--- config.mk ---
export PLATFORM = sky130hd
export DESIGN_NAME = voice_segment_hangover_tracker
export DESIGN_NICKNAME = d
export VERILOG_FILES = /design/src/hw/rtl/vsht_pkg.sv /design/src/hw/rtl/vsht_step.sv /design/src/hw/rtl/voice_segment_hangover_tracker.sv
export SDC_FILE = /design/constraint.sdc
export NUM_CORES = 1
export LEC_CHECK = 0
export ABC_AREA = 1
export BUFFER_PORTS_ARGS = -buffer_cell sky130_fd_sc_hd__buf_2
export CORE_UTILIZATION = 35
export DETAILED_ROUTE_END_ITERATION = 7
export HOLD_SLACK_MARGIN = 0.12
export REMOVE_ABC_BUFFERS = 1
export SETUP_SLACK_MARGIN = 0.2
export SLEW_MARGIN = 5
export SYNTH_ARGS = -nofsm -noshare
export SYNTH_HDL_FRONTEND = slang
export SYNTH_HIERARCHICAL = 1
export SYNTH_SLANG_ARGS = --single-unit
export TNS_END_PERCENT = 5
--- constraint.sdc ---
create_clock -name clk -period 6.76 [get_ports clk]
set_clock_uncertainty 0.1 [all_clocks]
set_input_delay 1.352 -clock clk [delete_from_list [all_inputs] [get_ports clk]]
set_output_delay 1.352 -clock clk [all_outputs]
set_load 0.005 [all_outputs]
--- src/hw/rtl/vsht_pkg.sv ---
// Shared types, constants and register codes of the voice segment hangover tracker.
`timescale 1ns / 1ps
`default_nettype none

package vsht_pkg;

  localparam int RING_SLOTS = 512;
  localparam int SLOT_W     = (RING_SLOTS > 1) ? $clog2(RING_SLOTS) : 1;

  localparam int PROB_W     = 9;
  localparam int STEP_W     = 4;
  localparam int COUNT_W    = 8;
  localparam int LEN_W      = 10;
  localparam int OUT_SLOT_W = 9;
  localparam int REASON_W   = 2;
  localparam int CFG_IDX_W  = 3;
  localparam int CFG_DATA_W = 10;

  localparam logic [LEN_W-1:0]  LEN_MAX   = {LEN_W{1'b1}};
  localparam logic [SLOT_W-1:0] SLOT_LAST = SLOT_W'(RING_SLOTS - 1);

  localparam logic [REASON_W-1:0] REASON_NONE      = 2'd0;
  localparam logic [REASON_W-1:0] REASON_EXPIRED   = 2'd1;
  localparam logic [REASON_W-1:0] REASON_RING_FULL = 2'd2;

  localparam logic [CFG_IDX_W-1:0] CFG_LOW_THRESHOLD  = 3'd0;
  localparam logic [CFG_IDX_W-1:0] CFG_HIGH_THRESHOLD = 3'd1;
  localparam logic [CFG_IDX_W-1:0] CFG_INC_LOW        = 3'd2;
  localparam logic [CFG_IDX_W-1:0] CFG_INC_HIGH       = 3'd3;
  localparam logic [CFG_IDX_W-1:0] CFG_DEC_STEP       = 3'd4;
  localparam logic [CFG_IDX_W-1:0] CFG_MAX_HANGOVER   = 3'd5;
  localparam logic [CFG_IDX_W-1:0] CFG_MIN_LENGTH     = 3'd6;

  typedef struct packed {
    logic [PROB_W-1:0]  low_threshold;
    logic [PROB_W-1:0]  high_threshold;
    logic [STEP_W-1:0]  inc_low;
    logic [STEP_W-1:0]  inc_high;
    logic [STEP_W-1:0]  dec_step;
    logic [COUNT_W-1:0] max_hangover;
    logic [LEN_W-1:0]   min_length;
  } cfg_t;

  typedef struct packed {
    logic [COUNT_W-1:0] hangover_count;
    logic [LEN_W-1:0]   segment_length;
    logic [SLOT_W-1:0]  start_slot;
    logic [SLOT_W-1:0]  next_slot;
  } state_t;

  typedef struct packed {
    logic [OUT_SLOT_W-1:0] write_slot;
    logic                  publish;
    logic [REASON_W-1:0]   end_reason;
    logic [OUT_SLOT_W-1:0] seg_start;
    logic [OUT_SLOT_W-1:0] seg_end;
    logic [COUNT_W-1:0]    hangover_left;
  } result_t;

endpackage

`default_nettype wire

--- src/hw/rtl/vsht_step.sv ---
// Per-chunk decision logic: next tracker state and the result for one request.
`timescale 1ns / 1ps
`default_nettype none

module vsht_step (
  input  vsht_pkg::cfg_t               cfg,
  input  vsht_pkg::state_t             state,
  input  logic [vsht_pkg::PROB_W-1:0]  chunk_prob,
  output vsht_pkg::state_t             state_next,
  output vsht_pkg::result_t            result
);
  import vsht_pkg::*;

  logic [SLOT_W-1:0]  slot;
  logic [SLOT_W-1:0]  slot_after;
  logic [SLOT_W-1:0]  start_new;
  logic [LEN_W-1:0]   len_new;
  logic [COUNT_W-1:0] count_new;
  logic [STEP_W-1:0]  step;
  logic [COUNT_W:0]   sum;
  logic               voice;
  logic               pub;
  logic [REASON_W-1:0] reason;
  logic [SLOT_W-1:0]  pub_start;
  logic [SLOT_W-1:0]  pub_end;

  always_comb begin
    slot       = state.next_slot;
    slot_after = (slot == SLOT_LAST) ? '0 : slot + 1'b1;
    start_new  = state.start_slot;
    len_new    = (state.segment_length != LEN_MAX) ?
                 state.segment_length + 1'b1 : state.segment_length;
    voice      = chunk_prob >= cfg.low_threshold;
    step       = (chunk_prob >= cfg.high_threshold) ? cfg.inc_high : cfg.inc_low;
    sum        = {1'b0, state.hangover_count} + {{(COUNT_W+1-STEP_W){1'b0}}, step};
    pub        = 1'b0;
    reason     = REASON_NONE;
    pub_start  = '0;
    pub_end    = '0;
    count_new  = state.hangover_count;

    if (voice) begin
      if (state.hangover_count == '0) begin
        start_new = slot;
        len_new   = LEN_W'(1);
      end
      count_new = (sum < {1'b0, cfg.max_hangover}) ? sum[COUNT_W-1:0] : cfg.max_hangover;
    end else begin
      count_new = (state.hangover_count > COUNT_W'(cfg.dec_step)) ?
                  state.hangover_count - COUNT_W'(cfg.dec_step) : '0;
      if (count_new == '0) begin
        if (len_new >= cfg.min_length) begin
          pub       = 1'b1;
          reason    = REASON_EXPIRED;
          pub_start = state.start_slot;
          pub_end   = slot_after;
        end
        len_new = '0;
      end
    end

    // The ring wrapped onto the open segment's first slot.
    if (len_new != '0 && start_new == slot_after) begin
      pub       = 1'b1;
      reason    = REASON_RING_FULL;
      pub_start = start_new;
      pub_end   = slot_after;
      len_new   = '0;
      count_new = '0;
    end

    state_next.hangover_count = count_new;
    state_next.segment_length = len_new;
    state_next.start_slot     = start_new;
    state_next.next_slot      = slot_after;

    result.write_slot    = OUT_SLOT_W'(slot);
    result.publish       = pub;
    result.end_reason    = reason;
    result.seg_start     = OUT_SLOT_W'(pub_start);
    result.seg_end       = OUT_SLOT_W'(pub_end);
    result.hangover_left = count_new;
  end

endmodule

`default_nettype wire

--- src/hw/rtl/voice_segment_hangover_tracker.sv ---
// Top level of the voice segment hangover tracker: registers, handshake and result register.
//
//   channel  | direction | handshake          | payload
//   ---------+-----------+--------------------+---------------------------------------------
//   input    | in        | in_valid/in_stall  | chunk_prob
//   output   | out       | out_valid/out_stall| write_slot publish end_reason seg_start
//            |           |                    | seg_end hangover_left
//   config   | in        | cfg_we             | cfg_index cfg_data
//
// One request per cycle while in_stall is low; its result appears in the result register in the cycle after acceptance.
// The tracker state and the result register update in the same edge from one pass of logic.
// in_stall rises only while a result is held and out_stall is high.
// Reset restores the register defaults, clears the tracker state and empties the output.
`timescale 1ns / 1ps
`default_nettype none

module voice_segment_hangover_tracker (
  input  logic                            clk,
  input  logic                            rst,
  input  logic                            in_valid,
  output logic                            in_stall,
  input  logic [vsht_pkg::PROB_W-1:0]     chunk_prob,
  output logic                            out_valid,
  input  logic                            out_stall,
  output logic [vsht_pkg::OUT_SLOT_W-1:0] write_slot,
  output logic                            publish,
  output logic [vsht_pkg::REASON_W-1:0]   end_reason,
  output logic [vsht_pkg::OUT_SLOT_W-1:0] seg_start,
  output logic [vsht_pkg::OUT_SLOT_W-1:0] seg_end,
  output logic [vsht_pkg::COUNT_W-1:0]    hangover_left,
  input  logic                            cfg_we,
  input  logic [vsht_pkg::CFG_IDX_W-1:0]  cfg_index,
  input  logic [vsht_pkg::CFG_DATA_W-1:0] cfg_data
);
  import vsht_pkg::*;

  cfg_t    cfg;
  state_t  state;
  state_t  state_next;
  result_t result_next;
  result_t result;
  logic    accept;

  assign in_stall = out_valid && out_stall;
  assign accept   = in_valid && !in_stall;

  vsht_step u_step (
    .cfg        (cfg),
    .state      (state),
    .chunk_prob (chunk_prob),
    .state_next (state_next),
    .result     (result_next)
  );

  always_ff @(posedge clk) begin
    if (rst) begin
      cfg.low_threshold  <= PROB_W'(141);
      cfg.high_threshold <= PROB_W'(205);
      cfg.inc_low        <= STEP_W'(1);
      cfg.inc_high       <= STEP_W'(2);
      cfg.dec_step       <= STEP_W'(1);
      cfg.max_hangover   <= COUNT_W'(70);
      cfg.min_length     <= LEN_W'(60);
    end else if (cfg_we) begin
      unique case (cfg_index)
        CFG_LOW_THRESHOLD:  cfg.low_threshold  <= cfg_data[PROB_W-1:0];
        CFG_HIGH_THRESHOLD: cfg.high_threshold <= cfg_data[PROB_W-1:0];
        CFG_INC_LOW:        cfg.inc_low        <= cfg_data[STEP_W-1:0];
        CFG_INC_HIGH:       cfg.inc_high       <= cfg_data[STEP_W-1:0];
        CFG_DEC_STEP:       cfg.dec_step       <= cfg_data[STEP_W-1:0];
        CFG_MAX_HANGOVER:   cfg.max_hangover   <= cfg_data[COUNT_W-1:0];
        CFG_MIN_LENGTH:     cfg.min_length     <= cfg_data[LEN_W-1:0];
        default: ;
      endcase
    end
  end

  always_ff @(posedge clk) begin
    if (rst) begin
      state     <= '0;
      out_valid <= 1'b0;
    end else if (accept) begin
      state     <= state_next;
      out_valid <= 1'b1;
    end else if (!out_stall) begin
      out_valid <= 1'b0;
    end
  end

  always_ff @(posedge clk) begin
    if (accept) begin
      result <= result_next;
    end
  end

  assign write_slot    = result.write_slot;
  assign publish       = result.publish;
  assign end_reason    = result.end_reason;
  assign seg_start     = result.seg_start;
  assign seg_end       = result.seg_end;
  assign hangover_left = result.hangover_left;

endmodule

`default_nettype wire

Word level (Yosys, flattened, before mapping)
Index checks and enable logic that the tools add are counted.

operators by class
  add/sub/neg operators = 4
  magnitude comparators = 5
  equal/unequal tests = 10
  multiplexer cells = 29
  bitwise operators = 1
  reduce and logical (&&, ||, !) cells = 16

operator list
  operator                 number
  $mux W9                  11
  $mux W10                 5
  $mux W8                  4
  $ge A9 B9 Y1             2
  $logic_not A8 Y1         2
  $reduce_and A2 Y1        7
  $add A10 B1 Y10 const B  1
  $ge A10 B10 Y1           1
  $ne A10 B10 Y1 const B   1
  $reduce_bool A10 Y1      1
  $add A8 B4 Y9            1
  $add A9 B1 Y9 const B    1
  $eq A3 B3 Y1 const B     3
  $eq A9 B9 Y1             1
  $eq A9 B9 Y1 const B     1
  $lt A9 B8 Y1             1
  $gt A8 B4 Y1             1
  $sub A8 B4 Y8            1
  $eq A3 B2 Y1 const B     2
  $mux W1                  6
  $mux W2                  2
  $mux W4                  1
  $eq A3 B1 Y1 const B     1
  $logic_and A1 B1 Y1      3
  other kinds (5)          5

storage, ports and cells
  bits in registers = 123
  input port bits = 27
  output and inout bits = 40
  logic and storage cells = 84

Depth between registers and ports, before layout
Gate-level depths: netlist of the first run.

  word-level depth = 8
  gate-level depth with buffers = 29
  gate-level depth less buffers = 27

Modules after synthesis
The synthesis of the first run kept the hierarchy.

by module, submodules not included
  module                          instances  cells an instance  area an instance (µm²)
  voice_segment_hangover_tracker  1          468                4,360.4
  vsht_step                       1          607                3,291.9

Worst setup path before layout of the first run
OpenSTA, ideal clock, no wires.

  kind = input -> register
  start point = input port chunk_prob[8] in the netlist's numbering
  end point = register, netlist name state[33]
  library setup time = 0.116 ns
  data arrival time = 5.244 ns
  required time = 6.544 ns
  setup slack = 1.300 ns
  stages on the path = 26
  buffers on the path = 2
  cell sequence = ha_1 -> nand2_1 -> nor2_1 -> nand2_1 -> o211ai_1 -> mux2_2 -> ha_1 -> inv_1 -> fa_1 -> nand3b_1 -> nand2_1 -> nand2_1 -> nor2_1 -> xor2_1 -> inv_1 -> ha_1 -> nand4_1 -> a211o_1 -> nand2_1 -> clkbuf_1 -> o21ai_0 -> a21oi_1 -> nor2_2 -> buf_4 -> o21ai_0 -> nor2_1

RTL lines
  item             line                                  text
  start, declared  voice_segment_hangover_tracker.sv:22  input logic [vsht_pkg::PROB_W-1:0] chunk_prob,

==> qor.yml, run 1 <==
syn2layout_area_growth_pct: 11.6
route.detailed.drc: 0
worstHoldPathCells: 2
r2r_slack_ns: 1.63
max-slew-margin-rel: 0.431
nets: 1190
fmax_ghz: 0.173
multi_input_area_sq_mm: 0.00393
period_minus_slack_ns: 5.79
setup_viol: 0
cp-end-kind: "flip-flop"
num_vias: 6850
hold-worst-slack_ns: 0.353
avgSynthCellArea_sq_um: 7.12
tightest_slew_ns: 0.854
seqCellArea_sq_mm: 0.00284
crit_path_max_fanout: 15
dp_hpwl_um: 13700
synth_area_sq_mm: 0.00765
r2r_start: "cfg[36]"
worstPathArrival_ns: 6.00
clkSlewWorstSetupHoldPaths_ns: 0.05
ys.warnings.count: 6
p_leak_uw: 0.00410
finalHoldViolations: 0
post-route-period-util: 0.857
drive_above_1_share: 0.143
synth_ff_type: "dfxtp_1"
grt_pass1_vias: 6363
reg2reg_to: "state[28]"
worstHoldStart: "cfg[12]"
postCtsSetupBuffers: 0
drv_cap: 0
clock-sinks: 123
grt_max_degree: 85
viasPerCell: 4.88
num_antenna_cells: 0
cts_hold_buf: 0
place_ws_ns: 0.700
synth_cells: 1075
track_usage: 0.176
peakVddDrop_uv: 144
setup_tns_ns: 0
htreeDepth: 4
drv_slew: 0
grtUsageMet3: 0.0332
final_cells: 1403
rows: 53
async_flop_share: 0
dieHeight_um: 150
gp_congestion: 0.863
min_to: "cfg[12]"
wl_per_cell_um: 13.5
firstDrtPassIters: 4
ys_top_cells_by_area: "dfxtp_1, edfxtp_1, nand2_1"
min_path_type: "reg2reg"
grt.overflow.total: 0
yosys.area.top_type: "dfxtp_1"
required_ns: 6.97
busiest_layer: "met2"
p_per_area_mw_per_mm2: 258
worst_r2r_path_depth: 27
pin_count: 67
path_class: "in2reg"
dieArea_sq_mm: 0.0225
cp-start-kind: "input pin"
port-buffer-count: 66
clockRootBuffer: "clkbuf_16"
rsz0062_at_grt: "false"
cts_made_buffers: 17
ant_nets: 0
die_w_um: 150
yosysSeqAreaShare: 0.371
grt_pass1_wl_um: 30900
routed_wl_um: 18900
use_met1: 0.225
antenna_found_initial: 0
synth_top_area_share: 0.222
cts_resized: 0
cts_tree: "yes"
clk_latency_ns: 0.42
yosysUniqueCellTypes: 44
ys_ff_latch: 123
core_area_sq_mm: 0.0212
start_util: 0.361
synth.most_common_cell: "nand2_1"
placedCellCount: 1371
num-fill-cells: 2229
synth_commonest_cells: "nand2_1, nor2_1, inv_1"
detail_route.iter0.violations: 448
grt_use_met2: 0.293
setup_slack_ns: 0.965
synth_edf_count: 38
cts_buffer_depth: 2
outcome: "completed"
[cell families (layout without fill, tap and decap cells)]
family                     Yosys count  after routing  share of synthesized area
and+or+nand+nor                    582            582                      0.326
buffers and inverters              183            236                      0.115
AOI/OAI and AO/OA                  128            128                     0.0925
DFF                                123            123                      0.371
adders and majority gates           48             48                     0.0804
xor gates and xnor gates             7              7                    0.00801
muxes                                4              4                    0.00572
[report_power, final]
group	switching [uW]	internal, uW	total, uW
clock network	313	543	856
logic	317	168	485
registers	38.9	821	860
[critical path: stages]
cell      delay [ns]
buf_2           0.11
ha_1            0.32
nand2_1         0.07
nor2_1          0.14
nand2_1         0.06
o211ai_1        0.51
mux2_2          0.27
ha_1            0.17
inv_1           0.07
fa_1            0.40
nand3b_1        0.17
nand2_1         0.16
nand2_1         0.07
nor2_1          0.12
xor2_1          0.21
inv_1           0.07
ha_1            0.29
a21oi_1         0.13
o21ai_0         0.10
nor2_1          0.15
nand2_1         0.31
nand2_1         0.15
o21ai_0         0.10
o21ai_0         0.18
nor2_1          0.08
o21ai_0         0.18
nor2_1          0.05
[state kept, by name (all words and copies together) (netlist names)]
name,cells
state,36
seg_end,9
hangover_left,8
cfg,48
out_valid,1
seg_start,9
write_slot,9
publish,1
end_reason,2
[cell usage in the layout (no fill, tap or decap), types with 2 or more instances in the layout]
cell type and n:
nand2_1 246, nor2_1 189, inv_1 118, nand3_1 87
dfxtp_1 85, buf_2 66, o21ai_0 61, ha_1 46
a21oi_1 39, edfxtp_1 38, clkbuf_16 17, nor2_2 13
nand2_2 11, inv_2 11, nand4_1 10, nor2_4 8
nor3_1 8, o21ai_2 8, o21ai_1 7, clkinv_1 5
xor2_1 5, clkinv_2 4, buf_4 4, nand3b_1 4
inv_4 3, clkbuf_1 3, mux2_2 3, nand3_2 3
a21oi_2 3, bufinv_16 2, xnor2_1 2, o211ai_1 2
o21a_1 2, fa_1 2
[layout make-up]
type	instances	share of cell area
clock buffer	21	0.0527
clock inverter	11	0.0120
inverter	134	0.0603
multi-input combinational	769	0.460
sequential	123	0.333
tap	275	0.0403
timing repair buffer	70	0.0422
[through the flow]
step | total power (uW) | utilization | instance area, sq um
3_5_place_dp | 1360 | 0.376 | 7990
2_1_floorplan | 1210 | - | 7280
3_3_place_gp | 1350 | 0.376 | 7990
6_report | 2200 | 0.403 | 8540
4_1_cts | 2220 | 0.403 | 8540
5_1_grt | 2330 | 0.403 | 8540
[worst max path at each step]
| stage | startpoint | endpoint | slack, ns |
|---|---|---|---|
| 3_5_place_dp | chunk_prob[6] | state[32] | 0.70 |
| 2_1_floorplan | chunk_prob[8] | state[31] | 1.46 |
| 4_1_cts | chunk_prob[6] | state[28] | 1.11 |
| 6_report | chunk_prob[6] | state[28] | 0.97 |
| 5_1_grt | chunk_prob[6] | state[28] | 0.59 |
| 3_3_place_gp | chunk_prob[8] | state[32] | 0.83 |
[metal layers]
metal	vias to the layer above	share of wire
li1	3517	-
met1	3155	0.47
met2	152	0.47
met3	26	0.039
met4	0	0.022
met5	-	0
(Power assumes the default switching activity.)
==> inputs of run 2 (changes only) <==
--- a/config.mk
+++ b/config.mk
@@ -15,6 +15,5 @@
 export SLEW_MARGIN = 5
 export SYNTH_ARGS = -nofsm -noshare
 export SYNTH_HDL_FRONTEND = slang
-export SYNTH_HIERARCHICAL = 1
 export SYNTH_SLANG_ARGS = --single-unit
 export TNS_END_PERCENT = 5
==> qor.yml, run 2 <==
outcome: "completed"
yosys.area_share.adder: 0.0830  # +0.00258
reg2reg_to: "hangover_left[6]"
grt_pass1_vias: 5869  # -7.8%
drv_slew: 0  # unchanged
worstPathArrival_ns: 5.82  # -0.18 ns
wl_per_cell_um: 13.4  # -0.80%
grt.overflow.total: 0  # unchanged
track_usage: 0.171  # -0.00568
start_util: 0.362  # +0.00117
max-slew-margin-rel: 0.377  # -0.0544
synth-xor-area-share: 0.00945  # +0.00144
num_antenna_cells: 0  # unchanged
crit_path_max_fanout: 10  # -5
nets: 1123  # -5.6%
ys_ff_latch: 123  # unchanged
routed_wl_um: 17800  # -5.9%
synth.most_common_cell: "nand2_1"
grt_use_met2: 0.283  # -0.00981
p_leak_uw: 0.00394  # -3.9%
r2r_slack_ns: 1.70  # +0.07 ns
post-route-period-util: 0.850  # -0.00762
dpl_cell_area_sq_mm: 0.00794  # -0.60%
ant_nets: 0  # unchanged
grt_pass1_wl_um: 29300  # -5.4%
top_register: "cfg"
die_w_um: 148  # -1.5%
synth_area_sq_mm: 0.00741  # -3.1%
rsz0062_at_grt: "false"
setup_slack_ns: 1.02  # +0.0515 ns
cts_resized: 0  # unchanged
p_per_area_mw_per_mm2: 264  # +2.5%
cp-start-kind: "input pin"
synth_commonest_cells: "nand2_1, inv_1, dfxtp_1, nor2_1, a21oi_1"
min_path_type: "reg2reg"
gp_congestion: 0.839  # -2.8%
largest_register_ffs: 48  # unchanged
dieArea_sq_mm: 0.0218  # -3.1%
pwr-share-comb: 0.208  # -0.012
cp-end-kind: "flip-flop"
seqPwrFrac: 0.375  # -0.016
worstHoldPathCells: 2  # unchanged
dp_hpwl_um: 12700  # -7.5%
r2r_start: "cfg[36]"
worst_r2r_path_depth: 27  # unchanged
ys.warnings.count: 0  # -6
p_clk_frac: 0.417  # +0.028
drv_cap: 0  # unchanged
grtUsageMet3: 0.0318  # -0.00144
finalHoldViolations: 0  # unchanged
synth_top_area_share: 0.229  # +0.00713
htreeDepth: 4  # unchanged
yosysUniqueCellTypes: 45  # +2.3%
port-buffer-count: 66  # unchanged
largestRegisters: "cfg x48, state x36"
setup_viol: 0  # unchanged
path_class: "in2reg"
firstDrtPassIters: 5  # +1
num_vias: 6346  # -7.4%
synth_cells: 988  # -8.1%
netSwitchingFraction: 0.300  # -0.00382
switching_power_uw: 678  # +1.3%
fmax_ghz: 0.174  # +0.90%
detail_route.iter0.violations: 401  # -10%
crit_start: "chunk_prob[8]"
postCtsSetupBuffers: 0  # unchanged
async_flop_share: 0  # unchanged
cts_hold_buf: 0  # unchanged
synth_edf_count: 38  # unchanged
viasPerCell: 4.77  # -2.3%
busiest_layer: "met2"
layout_commonest_cell: "nand2_1"
cts_made_buffers: 17  # unchanged
antenna_found_initial: 0  # unchanged
cts_tree: "yes"
p_int_uw: 1580  # +3.1%
grt_max_degree: 85  # unchanged
synth_ff_type: "dfxtp_1"
avgSynthCellArea_sq_um: 7.50  # +5.4%
layout_common_cells: "nand2_1, inv_1, dfxtp_1"
drive_above_1_share: 0.166  # +0.0232
period_minus_slack_ns: 5.74  # -0.0515 ns
clkSlewWorstSetupHoldPaths_ns: 0.06  # about the same
core_area_sq_mm: 0.0205  # -3.4%
yosys.area.top_type: "dfxtp_1"
place_ws_ns: 0.657  # -0.0430 ns
peakVddDrop_uv: 183  # +27%
worstHoldStart: "cfg[35]"
clockRootBuffer: "clkbuf_16"
design_area_sq_mm: 0.00854  # about the same
synthSimpleGateAreaFrac: 0.255  # -0.0710
synth_compound_area_frac: 0.169  # +0.0765
pin_count: 67  # unchanged
cts_buffer_depth: 2  # unchanged
synthMuxAreaShare: 0  # -0.00572
dieHeight_um: 148  # -1.5%
use_met1: 0.223  # -0.00170
clock-sinks: 123  # unchanged
route.detailed.drc: 0  # unchanged
rows: 52  # -1.9%
synth_top_family_by_area: "simple AND/OR/NAND/NOR gates"
clk_latency_ns: 0.43  # about the same
required_ns: 6.84  # -0.13 ns
min_to: "cfg[35]"
yosysSeqAreaShare: 0.383  # +0.0119
setup_tns_ns: 0  # unchanged
tightest_slew_ns: 0.934  # +0.0807 ns
ys_top_cells_by_area: "dfxtp_1, edfxtp_1, nand2_1"
syn2layout_area_growth_pct: 15.2
-- run 2: changes by cell type after synthesis, sizes merged, moves of 3 or more --
cell | previous run | this run
o211ai | 2 | 20
a21boi | 0 | 3
mux2 | 3 | 0
buf | 41 | 10
nor2 | 210 | 94
or2 | 1 | 4
nand2 | 258 | 240
a21oi | 42 | 96
inv | 132 | 143
nand4 | 10 | 14
nand3 | 90 | 55
o21ai | 76 | 84
clkbuf | 8 | 19
-- run 2: logic make-up (layout without fill, tap and decap cells) --
| family | count (synthesis) | in the layout |
|---|---|---|
| simple gates | 421 | 421 |
| xor+xnor | 8 | 8 |
| fa+ha+maj | 48 | 48 |
| compound gates | 213 | 213 |
| flops | 123 | 123 |
| buf+inv | 175 | 248 |
-- run 2: cell type report --
| class | count | area [sq um] |
|---|---|---|
| clock buffers | 21 | 462 |
| clock inverters | 11 | 141 |
| fillers | 2123 | 12000 |
| inverters | 146 | 561 |
| multi-input cells | 690 | 3840 |
| flip-flops and latches | 123 | 2840 |
| well taps | 270 | 338 |
| repair buffers | 70 | 360 |
-- run 2: metal layers --
| layer | routed length, um | vias to the layer above |
|---|---|---|
| li1 | - | 3383 |
| met1 | 8830 | 2845 |
| met2 | 8070 | 100 |
| met3 | 642 | 18 |
| met4 | 250 | 0 |
| met5 | 0 | - |
-- run 2: stage by stage --
| step | total power, uW | hold slack [ns] | std cells | util |
|---|---|---|---|---|
| 2_1_floorplan | 1200 | 0.325 | 959 | - |
| 3_3_place_gp | 1330 | 0.345 | 1299 | 0.387 |
| 3_5_place_dp | 1330 | 0.346 | 1299 | 0.387 |
| 4_1_cts | 2270 | 0.359 | 1331 | 0.417 |
| 5_1_grt | 2380 | 0.381 | 1331 | 0.417 |
| 6_report | 2260 | 0.358 | 1331 | 0.417 |
-- run 2: worst max path at each step --
stage,to,slack (ns),cells after the start
4_1_cts,hangover_left[7],1.04,28
5_1_grt,hangover_left[7],0.38,28
3_3_place_gp,hangover_left[7],0.75,28
6_report,hangover_left[6],1.02,27
3_5_place_dp,hangover_left[7],0.66,28
2_1_floorplan,state[0],-0.006,6
-- run 2: power by group through the flow --
stage	registers [uW]	clock network (uW)	logic, uW
after detailed placement	862	0	471
final	846	941	470
after global placement	863	0	464
after CTS	846	955	474
after floorplan	858	0	342
after global routing	853	987	542
-- run 2: critical path: stages --
cell and delay [ns]:
buf_2 0.12, ha_1 0.31, nand2_1 0.07, nor2_1 0.16
nand2_1 0.08, o211ai_1 0.53, nor2_1 0.08, a21oi_1 0.15
ha_1 0.18, inv_1 0.05, fa_1 0.39, o21ai_0 0.46
xor2_1 0.24, inv_1 0.08, ha_1 0.30, nand2_1 0.08
nor2_1 0.04, a211oi_1 0.21, nor2_1 0.08, nor2_1 0.09
nand2_1 0.18, inv_1 0.22, nand2_1 0.07, nand2_1 0.06
o22ai_1 0.07, nand2_1 0.11, inv_1 0.05
